[config.mk]
export PLATFORM = sky130hd
export DESIGN_NAME = multimap_table_engine_top
export DESIGN_NICKNAME = d
export VERILOG_FILES = /design/src/mmte_pkg.sv /design/src/mmte_store.sv /design/src/mmte_seq.sv /design/src/multimap_table_engine_top.sv
export SDC_FILE = /design/constraint.sdc
export NUM_CORES = 2
export LEC_CHECK = 0
export BUFFER_PORTS_ARGS = -buffer_cell sky130_fd_sc_hd__buf_2
export CORE_MARGIN = 5
export CORE_UTILIZATION = 53
export DETAILED_ROUTE_END_ITERATION = 10
export GPL_ROUTABILITY_DRIVEN = 0
export PLACE_DENSITY_LB_ADDON = 0.3
export SLEW_MARGIN = 10
export SYNTH_ARGS = -nofsm -noshare
export SYNTH_HDL_FRONTEND = slang
export SYNTH_SLANG_ARGS = --single-unit
[constraint.sdc]
create_clock -name clk -period 7.4 [get_ports clk]
set_clock_uncertainty 0.1 [all_clocks]
set_input_delay 1.48 -clock clk [delete_from_list [all_inputs] [get_ports clk]]
set_output_delay 1.48 -clock clk [all_outputs]
set_load 0.005 [all_outputs]
[src/mmte_pkg.sv]
// ----------------------------------------------------------------------------
// mmte_pkg
// Shared types, codes and sizes for the multimap table engine.
// ----------------------------------------------------------------------------
package mmte_pkg;

  localparam int CAPACITY  = 32;
  localparam int DATA_BITS = 32;
  localparam int IDX_W     = $clog2(CAPACITY);
  localparam int CNT_W     = $clog2(CAPACITY + 1);
  localparam int TOTAL_W   = 7;

  localparam logic [2:0] ACT_ADD      = 3'd0;
  localparam logic [2:0] ACT_REMOVE   = 3'd1;
  localparam logic [2:0] ACT_LOOKUP   = 3'd2;
  localparam logic [2:0] ACT_DROP_ALL = 3'd3;
  localparam logic [2:0] ACT_COUNT    = 3'd4;

  localparam logic [1:0] ST_OK        = 2'd0;
  localparam logic [1:0] ST_NOT_FOUND = 2'd1;
  localparam logic [1:0] ST_FULL      = 2'd2;

  typedef enum logic [2:0] {
    S_IDLE,
    S_START,
    S_RP_SCAN,
    S_SHIFT,
    S_CNT,
    S_EMIT,
    S_COMP,
    S_RESP
  } state_t;

  typedef struct packed {
    logic                 wr_en;
    logic [IDX_W-1:0]     wr_addr;
    logic [DATA_BITS-1:0] wr_key;
    logic [DATA_BITS-1:0] wr_val;
    logic [IDX_W-1:0]     rd_addr;
  } mem_req_t;

  typedef struct packed {
    logic [1:0]           status;
    logic                 found;
    logic [DATA_BITS-1:0] value;
    logic                 last;
    logic [TOTAL_W-1:0]   total;
  } result_t;

endpackage

[src/mmte_store.sv]
// ----------------------------------------------------------------------------
// mmte_store
// Pair store: key and value arrays with one write and one registered read.
// ----------------------------------------------------------------------------
module mmte_store (
  input  logic                          clk,
  input  mmte_pkg::mem_req_t            req,
  output logic [mmte_pkg::DATA_BITS-1:0] rd_key,
  output logic [mmte_pkg::DATA_BITS-1:0] rd_val
);

  logic [mmte_pkg::DATA_BITS-1:0] key_mem [mmte_pkg::CAPACITY];
  logic [mmte_pkg::DATA_BITS-1:0] val_mem [mmte_pkg::CAPACITY];

  always_ff @(posedge clk) begin
    if (req.wr_en) begin
      key_mem[req.wr_addr] <= req.wr_key;
      val_mem[req.wr_addr] <= req.wr_val;
    end
  end

  always_ff @(posedge clk) begin
    rd_key <= key_mem[req.rd_addr];
    rd_val <= val_mem[req.rd_addr];
  end

endmodule

[src/mmte_seq.sv]
// ----------------------------------------------------------------------------
// mmte_seq
// Sequencer: walks the store one slot at a time with a shared
// comparator, shifting or compacting entries and producing results.
// ----------------------------------------------------------------------------
module mmte_seq (
  input  logic                           clk,
  input  logic                           rst,
  input  logic                           in_valid,
  output logic                           in_ready,
  input  logic [2:0]                     in_action,
  input  logic [mmte_pkg::DATA_BITS-1:0] in_key,
  input  logic [mmte_pkg::DATA_BITS-1:0] in_val,
  output mmte_pkg::mem_req_t             req,
  input  logic [mmte_pkg::DATA_BITS-1:0] rd_key,
  input  logic [mmte_pkg::DATA_BITS-1:0] rd_val,
  output logic                           res_valid,
  input  logic                           res_ready,
  output mmte_pkg::result_t              res
);

  localparam int IW = mmte_pkg::IDX_W;
  localparam int CW = mmte_pkg::CNT_W;
  localparam int DW = mmte_pkg::DATA_BITS;

  mmte_pkg::state_t state, state_next;
  logic [2:0]    act, act_next;
  logic [DW-1:0] key_r, key_r_next;
  logic [DW-1:0] val_r, val_r_next;
  logic [CW-1:0] count, count_next;
  logic [IW-1:0] ptr, ptr_next;
  logic [IW-1:0] wptr, wptr_next;
  logic [CW-1:0] hits, hits_next;
  logic [CW-1:0] remaining, remaining_next;
  logic          phase, phase_next;
  logic [1:0]    rstat, rstat_next;
  logic          rfound, rfound_next;
  logic [DW-1:0] rval, rval_next;

  logic          key_hit;
  logic          at_top;
  logic [CW-1:0] emit_total;

  assign key_hit    = (rd_key == key_r);
  assign at_top     = (CW'(ptr) == count - CW'(1));
  assign emit_total = (act == mmte_pkg::ACT_DROP_ALL) ? count - hits : count;

  always_ff @(posedge clk) begin
    if (rst) begin
      state <= mmte_pkg::S_IDLE;
      count <= '0;
      phase <= 1'b0;
    end else begin
      state <= state_next;
      count <= count_next;
      phase <= phase_next;
    end
  end

  always_ff @(posedge clk) begin
    act       <= act_next;
    key_r     <= key_r_next;
    val_r     <= val_r_next;
    ptr       <= ptr_next;
    wptr      <= wptr_next;
    hits      <= hits_next;
    remaining <= remaining_next;
    rstat     <= rstat_next;
    rfound    <= rfound_next;
    rval      <= rval_next;
  end

  always_comb begin
    state_next     = state;
    act_next       = act;
    key_r_next     = key_r;
    val_r_next     = val_r;
    count_next     = count;
    ptr_next       = ptr;
    wptr_next      = wptr;
    hits_next      = hits;
    remaining_next = remaining;
    phase_next     = phase;
    rstat_next     = rstat;
    rfound_next    = rfound;
    rval_next      = rval;

    in_ready    = 1'b0;
    req.wr_en   = 1'b0;
    req.wr_addr = ptr;
    req.wr_key  = rd_key;
    req.wr_val  = rd_val;
    req.rd_addr = ptr;
    res_valid   = 1'b0;
    res.status  = mmte_pkg::ST_OK;
    res.found   = 1'b0;
    res.value   = '0;
    res.last    = 1'b1;
    res.total   = mmte_pkg::TOTAL_W'(count);

    unique case (state)
      mmte_pkg::S_IDLE: begin
        in_ready = 1'b1;
        if (in_valid) begin
          act_next   = in_action;
          key_r_next = in_key;
          val_r_next = in_val;
          state_next = mmte_pkg::S_START;
        end
      end

      mmte_pkg::S_START: begin
        rstat_next  = mmte_pkg::ST_OK;
        rfound_next = 1'b0;
        rval_next   = '0;
        hits_next   = '0;
        phase_next  = 1'b0;
        case (act) inside
          mmte_pkg::ACT_ADD: begin
            if (count == CW'(mmte_pkg::CAPACITY)) begin
              rstat_next = mmte_pkg::ST_FULL;
            end else begin
              // Oldest pair sits at slot 0, so an add is an append.
              req.wr_en   = 1'b1;
              req.wr_addr = IW'(count);
              req.wr_key  = key_r;
              req.wr_val  = val_r;
              count_next  = count + CW'(1);
            end
            state_next = mmte_pkg::S_RESP;
          end
          mmte_pkg::ACT_REMOVE: begin
            if (count == '0) begin
              rstat_next = mmte_pkg::ST_NOT_FOUND;
              state_next = mmte_pkg::S_RESP;
            end else begin
              ptr_next   = IW'(count - CW'(1));
              state_next = mmte_pkg::S_RP_SCAN;
            end
          end
          mmte_pkg::ACT_LOOKUP, mmte_pkg::ACT_DROP_ALL: begin
            if (count == '0) begin
              rstat_next = mmte_pkg::ST_NOT_FOUND;
              state_next = mmte_pkg::S_RESP;
            end else begin
              ptr_next   = '0;
              state_next = mmte_pkg::S_CNT;
            end
          end
          default: begin
            state_next = mmte_pkg::S_RESP;
          end
        endcase
      end

      // Newest first search for the exact pair.
      mmte_pkg::S_RP_SCAN: begin
        phase_next = ~phase;
        if (phase) begin
          if (key_hit && (rd_val == val_r)) begin
            rfound_next = 1'b1;
            rval_next   = val_r;
            if (at_top) begin
              count_next = count - CW'(1);
              state_next = mmte_pkg::S_RESP;
            end else begin
              ptr_next   = ptr + IW'(1);
              state_next = mmte_pkg::S_SHIFT;
            end
          end else if (ptr == '0) begin
            rstat_next = mmte_pkg::ST_NOT_FOUND;
            state_next = mmte_pkg::S_RESP;
          end else begin
            ptr_next = ptr - IW'(1);
          end
        end
      end

      // Close the gap: each slot above the removed one moves down by one.
      mmte_pkg::S_SHIFT: begin
        phase_next = ~phase;
        if (phase) begin
          req.wr_en   = 1'b1;
          req.wr_addr = ptr - IW'(1);
          if (at_top) begin
            count_next = count - CW'(1);
            state_next = mmte_pkg::S_RESP;
          end else begin
            ptr_next = ptr + IW'(1);
          end
        end
      end

      // First pass counts matches so that the last mark and the final
      // total are known before the first result leaves.
      mmte_pkg::S_CNT: begin
        phase_next = ~phase;
        if (phase) begin
          if (key_hit) begin
            hits_next = hits + CW'(1);
          end
          if (at_top) begin
            ptr_next       = IW'(count - CW'(1));
            remaining_next = hits_next;
            if (hits_next == '0) begin
              rstat_next = mmte_pkg::ST_NOT_FOUND;
              state_next = mmte_pkg::S_RESP;
            end else begin
              state_next = mmte_pkg::S_EMIT;
            end
          end else begin
            ptr_next = ptr + IW'(1);
          end
        end
      end

      // Second pass, newest first, one result per matching slot.
      mmte_pkg::S_EMIT: begin
        res.total = mmte_pkg::TOTAL_W'(emit_total);
        if (!phase) begin
          phase_next = 1'b1;
        end else if (key_hit) begin
          res_valid = 1'b1;
          res.found = 1'b1;
          res.value = rd_val;
          res.last  = (remaining == CW'(1));
          if (res_ready) begin
            remaining_next = remaining - CW'(1);
            phase_next     = 1'b0;
            if (remaining == CW'(1)) begin
              if (act == mmte_pkg::ACT_DROP_ALL) begin
                ptr_next   = '0;
                wptr_next  = '0;
                state_next = mmte_pkg::S_COMP;
              end else begin
                state_next = mmte_pkg::S_IDLE;
              end
            end else begin
              ptr_next = ptr - IW'(1);
            end
          end
        end else begin
          phase_next = 1'b0;
          ptr_next   = ptr - IW'(1);
        end
      end

      // Compaction keeps the survivors in their order from slot 0 upwards.
      mmte_pkg::S_COMP: begin
        phase_next = ~phase;
        if (phase) begin
          if (!key_hit) begin
            req.wr_en   = 1'b1;
            req.wr_addr = wptr;
            wptr_next   = wptr + IW'(1);
          end
          if (at_top) begin
            count_next = count - hits;
            state_next = mmte_pkg::S_IDLE;
          end else begin
            ptr_next = ptr + IW'(1);
          end
        end
      end

      mmte_pkg::S_RESP: begin
        res_valid  = 1'b1;
        res.status = rstat;
        res.found  = rfound;
        res.value  = rval;
        if (res_ready) begin
          state_next = mmte_pkg::S_IDLE;
        end
      end

      default: begin
        state_next = mmte_pkg::S_IDLE;
      end
    endcase
  end

endmodule

[src/multimap_table_engine_top.sv]
// Add, count, or a search of an empty store: the start state leads to the response state, then the output register.
// Remove pair: slots are searched newest first, then each slot above the match is shifted down.
// Lookup and remove all: a counting pass over the slots, then a newest-first
// pass giving one result per match; remove all adds a compaction pass.
// One item at a time: a new request is taken only once the last is done; the single store read port sets the pace.
// Synchronous reset empties the store at once; no clearing pass is needed.
// ----------------------------------------------------------------------------
// multimap_table_engine_top
// Bounded multimap of key and value pairs with a registered result output.
// ----------------------------------------------------------------------------
module multimap_table_engine_top (
  input  logic               clk,
  input  logic               rst,
  input  logic               in_valid,
  output logic               in_ready,
  input  logic [2:0]         action,
  input  logic signed [31:0] key,
  input  logic signed [31:0] value,
  output logic               out_valid,
  input  logic               out_ready,
  output logic [1:0]         status,
  output logic               found,
  output logic signed [31:0] out_value,
  output logic               last,
  output logic [6:0]         pair_total,
  output logic               is_empty
);

  mmte_pkg::mem_req_t             req;
  logic [mmte_pkg::DATA_BITS-1:0] rd_key;
  logic [mmte_pkg::DATA_BITS-1:0] rd_val;
  logic                           res_valid;
  logic                           res_ready;
  mmte_pkg::result_t              res;
  mmte_pkg::result_t              res_hold;
  logic                           load;

  mmte_store u_store (
    .clk    (clk),
    .req    (req),
    .rd_key (rd_key),
    .rd_val (rd_val)
  );

  mmte_seq u_seq (
    .clk       (clk),
    .rst       (rst),
    .in_valid  (in_valid),
    .in_ready  (in_ready),
    .in_action (action),
    .in_key    (key),
    .in_val    (value),
    .req       (req),
    .rd_key    (rd_key),
    .rd_val    (rd_val),
    .res_valid (res_valid),
    .res_ready (res_ready),
    .res       (res)
  );

  // Output register: a new result is taken whenever the held one has gone.
  assign res_ready = !out_valid || out_ready;
  assign load      = res_valid && res_ready;

  always_ff @(posedge clk) begin
    if (rst) begin
      out_valid <= 1'b0;
    end else if (load) begin
      out_valid <= 1'b1;
    end else if (out_ready) begin
      out_valid <= 1'b0;
    end
  end

  always_ff @(posedge clk) begin
    if (load) begin
      res_hold <= res;
    end
  end

  assign status     = res_hold.status;
  assign found      = res_hold.found;
  assign out_value  = res_hold.value;
  assign last       = res_hold.last;
  assign pair_total = res_hold.total;
  assign is_empty   = (res_hold.total == '0);

endmodule

# Word-level counts from Yosys, hierarchy flattened
# Memories as Yosys holds them, arrays and structs flattened. A register that Yosys moved wholly into a read port is not among the register bits.
# Cells that the tools add are included.
[op_classes] add_sub_neg=8 eq_ne=44 mux=111 bitwise=1 n_reduce_logical=32
[op_table] op="2-to-1 mux 70 bit" n=2
[op_table] op="2-to-1 mux 6 bit" n=22
[op_table] op="2-to-1 mux 5 bit" n=23
[op_table] op="2-to-1 mux 34 bit" n=2
[op_table] op="one-hot mux 33 bit (2 select lines)" n=1
[op_table] op="== test 32 bit" n=2
[op_table] op="2-to-1 mux 32 bit" n=2
[op_table] op="2-to-1 mux 64 bit" n=1
[op_table] op="one-hot mux 32 bit (2 select lines)" n=1
[op_table] op="2-to-1 mux 3 bit" n=21
[op_table] op="inequality test 2 x 1 -> 1 bit (second input constant)" n=16
[op_table] op="one-hot mux 5 bit (5 select lines)" n=1
[op_table] op="2-to-1 mux 2 bit" n=12
[op_table] op="one-hot mux 3 bit (8 select lines)" n=1
[op_table] op="one-hot mux 6 bit (2 select lines)" n=2
[op_table] op="one-hot mux 6 bit (4 select lines)" n=1
[op_table] op="one-hot mux 6 bit (3 select lines)" n=1
[op_table] op="inequality test 2 bit (second input constant)" n=8
[op_table] op="AND reduction 8 bit" n=2
[op_table] op="AND reduction 14 bit" n=1
[op_table] op="2-to-1 mux 1 bit" n=13
[op_table] op="adder 6 x 1 -> 6 bit (second input constant)" n=2
[op_table] op="== test 3 x 2 -> 1 bit (second input constant)" n=4
[op_table] op="== test 3 bit (second input constant)" n=4
[op_table] op="other kinds (35)" n=51
[totals] ff_bits=178 mem_bits_rw=2048 input_bits=71 out_inout_bits=46 wordCells=217 memories=2
[mem_list] memory="u_store.key_mem" words=32 width=32 read_ports=1 rd_ports_with_merged_regs=1 write_ports=1 line_no="mmte_store.sv:12" rtl="logic [mmte_pkg::DATA_BITS-1:0] key_mem [mmte_pkg::CAPACITY];"
[mem_list] memory="u_store.val_mem" words=32 width=32 read_ports=1 rd_ports_with_merged_regs=1 write_ports=1 line_no="mmte_store.sv:13" rtl="logic [mmte_pkg::DATA_BITS-1:0] val_mem [mmte_pkg::CAPACITY];"

# Depth between registers and ports, before layout
[depth] depth_word=9 depth_mapped=14 depth_no_buf=11

# Modules after synthesis
# From an unflattened synthesis, not the netlist that was laid out.
[unflattened] hier_cells=4585 area_unflattened_um2=88982.8
[modules_own_cells] mod="mmte_store" instances=1 cells_each=3779 area_per_inst_um2=79314.8 seq_area_each_um2=62780.2
[modules_own_cells] mod="mmte_seq" instances=1 cells_each=756 area_per_inst_um2=8311.7 seq_area_each_um2=3923.8
[modules_own_cells] mod="multimap_table_engine_top" instances=1 cells_each=50 area_per_inst_um2=1356.3 seq_area_each_um2=1311.3

# Least setup slack after synthesis
# OpenSTA, ideal clock, no wires.
[synth_path] kind="reg2reg" from="register u_seq.ptr[0]" to="memory u_store.key_mem[0][0] (netlist name) (enable)" setup_time_ns=0.487 arrival_time_ns=5.364 required_time_ns=6.813 slack_ns=1.450 stages_incl_launch_ff=13 n_path_buf=4 synth_period_minus_slack_ns=5.950 path_cell_list="edfxtp_1 > clkbuf_1 > clkbuf_1 > buf_2 > inv_1 > ha_1 > or3b_2 > and3_1 > o31ai_1 > o211ai_1 > or2_2 > clkbuf_1 > nor2_1"
[synth_between] elab_chain_cells=3 word_cells_on_any_way=7 cone_classes="add/sub: 1; mux: 6"
[synth_rtl] item="from (decl)" line_no="mmte_seq.sv:31" rtl="logic [IW-1:0] ptr, ptr_next;"
[synth_rtl] item="from (signal assigned)" line_no="mmte_seq.sv:64" rtl="ptr <= ptr_next;"
[synth_rtl] item="subtractor 5 x 1 -> 5 bit (tied with other cells)" line_no="mmte_seq.sv:184" rtl="req.wr_addr = ptr - IW'(1);"
[synth_rtl] item="2-to-1 mux 6 bit (tied with other cells)" line_no="mmte_seq.sv:182" rtl="if (phase) begin"
[synth_rtl] item="one-hot mux 6 bit (3 select lines) (*)" line_no="mmte_seq.sv:101" rtl="unique case (state)"
[synth_rtl] item="to (decl)" line_no="mmte_store.sv:12"
# Every way passes the cells marked *; elsewhere a longest branch is shown, timed or not.

# Worst setup path in the final report
[layout_path] from="register u_seq.count[0]" to="memory u_store.key_mem[18][8] (netlist name) (enable)"
[layout_between] elab_chain_cells=6
[layout_rtl] item="from (decl)" line_no="mmte_seq.sv:30" rtl="logic [CW-1:0] count, count_next;"
[layout_rtl] item="from (signal assigned)" line_no="mmte_seq.sv:55" rtl="count <= count_next;"
[layout_rtl] item="== test 6 bit" line_no="mmte_seq.sv:120" rtl="if (count == CW'(mmte_pkg::CAPACITY)) begin"
[layout_rtl] item="2-to-1 mux 70 bit (*)" line_no="mmte_seq.sv:120"
[layout_rtl] item="2-to-1 mux 70 bit (*)" line_no="mmte_seq.sv:118" rtl="case (act) inside"
[layout_rtl] item="one-hot mux 6 bit (3 select lines) (*)" line_no="mmte_seq.sv:101"
[layout_rtl] item="2-to-1 mux 1 bit" line_no="mmte_store.sv:16" rtl="if (req.wr_en) begin"
[layout_rtl] item="2-to-1 mux 1 bit (not written as such)" line_no="mmte_store.sv:17" rtl="key_mem[req.wr_addr] <= req.wr_key;"
# Marks and branches as above.

==> results.cfg <==
[critical_path]
r2r_end = u_store.key_mem[18][8]
crit_path_start = u_seq.count[0]
cp_num_cells = 11
crit_family = simple AND/OR/NAND/NOR gates
critPathSlowestCell = nor4b_1
endpoint = u_store.key_mem[18][8]
critPathBufInv = 2
start_kind = flop
critPathMaxStageDelay_ns = 1.03
critical_path_class = reg2reg
worst_ep_arrival_time_ns = 5.89
worstReg2RegStart = u_seq.count[0]
required_ns = 7.75
endpoint_kind = flop
worstPathCellList = inv_1 -> ha_1 -> nor4b_1 -> a21oi_1 -> a21o_1 -> a21oi_1 -> o31ai_1 -> o211ai_1 -> nand2b_1 -> nor2_4 -> buf_12
r2r_slack_ns = 1.86
cpMostUsedCell = a21oi_1
critPathMaxFanout = 47
reg2regPathDepth = 11

[synthesis]
synth.avg_cell_area_um2 = 23.2
syn_inst = 3799
synth_area_um2 = 88200
ys_warn_count = 0
synth_fp_nets = 3884
ys.flop_type = edfxtp_1
synth_edf_count = 2214
yosysSeqAreaShare = 0.771
synth-async-reset-ratio = 0
yosysUniqueCellTypes = 65
synth.ff_latch_count = 2289

[sta]
finalHoldViolCount = 0
slew_viol_final = 0
period_needed_ns = 5.54
max-slew-margin-rel = 0.146
fmax_ghz = 0.181
final-setup-viol-count = 0
fin_tns_setup_ns = 0
fin_crit_sh = 0.749
rsz0062_at_grt = false
tightest_slew_ns = 1.26
hold_ws_ns = 0.437

[run]
maxCapViolCount = 0

[global_route]
globalRoute.totalOverflow = 0
grt_pass1_wl_um = 291000
antenna_found_initial = 6
track_usage = 0.231
grt_pass1_vias = 41000
grt_max_degree = 147

[die]
die_x_um = 418
io_pins = 117
initial_utilization = 0.534
dieArea_um2 = 175000
die_h_um = 418
fp-row-count = 149
core_area_um2 = 165000

[finish]
areaGrowthSynthToFinish_pct = 12.4
layout-drive-gt1-share = 0.314
mostFrequentLayoutCells = 2214 x edfxtp_1, 640 x mux4_2, 220 x clkbuf_16, 129 x mux2_2, 115 x buf_2
num-fill-cells = 11300
layout_commonest_cell = edfxtp_1
fin_cells = 6395
fin_nets = 4102

[clock_network]
cts_tree = yes
htreeDepth = 4
path_clk_slew_ns = 0.06
cts-root-buf = clkbuf_16
clock_path_buffers = 3
clk_latency_ns = 0.87
hold_buffers = 0
cts_sinks = 2289
cts_inserted_buffers = 218
post_cts_resized = 0
postCtsSetupBuffers = 0

[route]
final_antenna_net_count = 0
via_count = 40800
first_iter_violations = 5301
routed_wl_um = 200000
drc = 0
viasPerCell = 6.38
wire_per_inst_um = 31.3
drt_pass1_iterations = 7

[pwr]
p_leak_nw = 30.7
power.density_nw_per_um2 = 346
ir_worst_vdd_uv = 288
finalPower_w = 0.0343

[outcome]
outcome = finished clean

[min_path]
hp-start = u_seq.rstat[0]
hold_path.class = reg2reg

[placement]
portBuffers = 115
dpl.cell_count = 5986
hpwl_um = 107000
==> sequential cells by signal, summed over array words and instances, names as in the netlist, 6 cells and up <==
register,count
u_seq.rval,32
u_seq.remaining,6
pair_total,6
u_seq.hits,6
u_seq.key_r,32
u_store.key_mem,1024
out_value,32
u_store.val_mem,1024
u_seq.count,6
u_store.rd_key,32
u_seq.val_r,32
u_store.rd_val,32
==> per-stage QoR <==
stage               utilization  cell area [µm²]  setup slack [ns]
global route              0.600            99100              1.63
finish                    0.600            99100              1.86
floorplan                     -            88200              1.45
global placement          0.556            91900              2.06
CTS                       0.600            99100              1.95
detailed placement        0.556            91900              2.01
==> cells by family (layout without fill, tap and decap cells) <==
kind of cell	count (synthesis)	count (layout)	synth area share
XOR/XNOR	100	100	0.0101
AO/OA/AOI/OAI	142	142	0.0114
multiplexers	775	775	0.181
flip-flops	2289	2289	0.771
AND/OR/NAND/NOR	263	263	0.0151
buffers and inverters	215	620	0.00952
adder cells (fa/ha/maj)	14	14	0.00207
other	1	3	0.0000425
==> worst min path at each step <==
| stage | end | slack (ns) | depth (start not counted) |
|---|---|---|---|
| floorplan | found | 0.40 | 1 |
| global placement | found | 0.40 | 1 |
| detailed placement | status[0] | 0.43 | 1 |
| CTS | status[0] | 0.44 | 1 |
| global route | out_value[5] | 0.45 | 1 |
| finish | status[0] | 0.44 | 1 |
==> report_power, final <==
group	switching (W)	leakage [nW]	internal [W]	total [W]
Sequential	0.000446	20.5	0.0165	0.0170
Combinational	0.00394	6.73	0.00236	0.00630
Clock	0.00478	3.46	0.00626	0.0110
==> cells in the mapped netlist, types with 26 or more instances <==
cell	n	area, µm²
nand2_1	44	165
mux2_2	129	1450
xnor2_1	85	744
mux4_2	640	14400
clkbuf_1	119	447
a22o_1	33	289
nor2_1	86	323
edfxtp_1	2214	66500
and2_1	39	244
buf_1	56	210
a21oi_1	26	130
dfxtp_1	75	1500
==> per-layer routing <==
metal  vias up  global-route usage  share of wire
met5         -                   0              0
met4         0              0.0588          0.024
met3       281              0.0427          0.084
met2      1976               0.364           0.49
li1      16600                   -              -
met1     21900               0.340           0.41
==> final cells by class <==
cell class,count,area (µm²),area share
inverters,21,86.3,0.000871
clock inverters,114,1290,0.0130
well taps,2189,2740,0.0276
diodes,2,5.00,0.0000505
flip-flops and latches,2289,68000,0.686
repair buffers,192,1450,0.0147
clock buffers,293,5900,0.0595
multi-input cells,1295,19600,0.198
(Power assumes the default switching activity.)
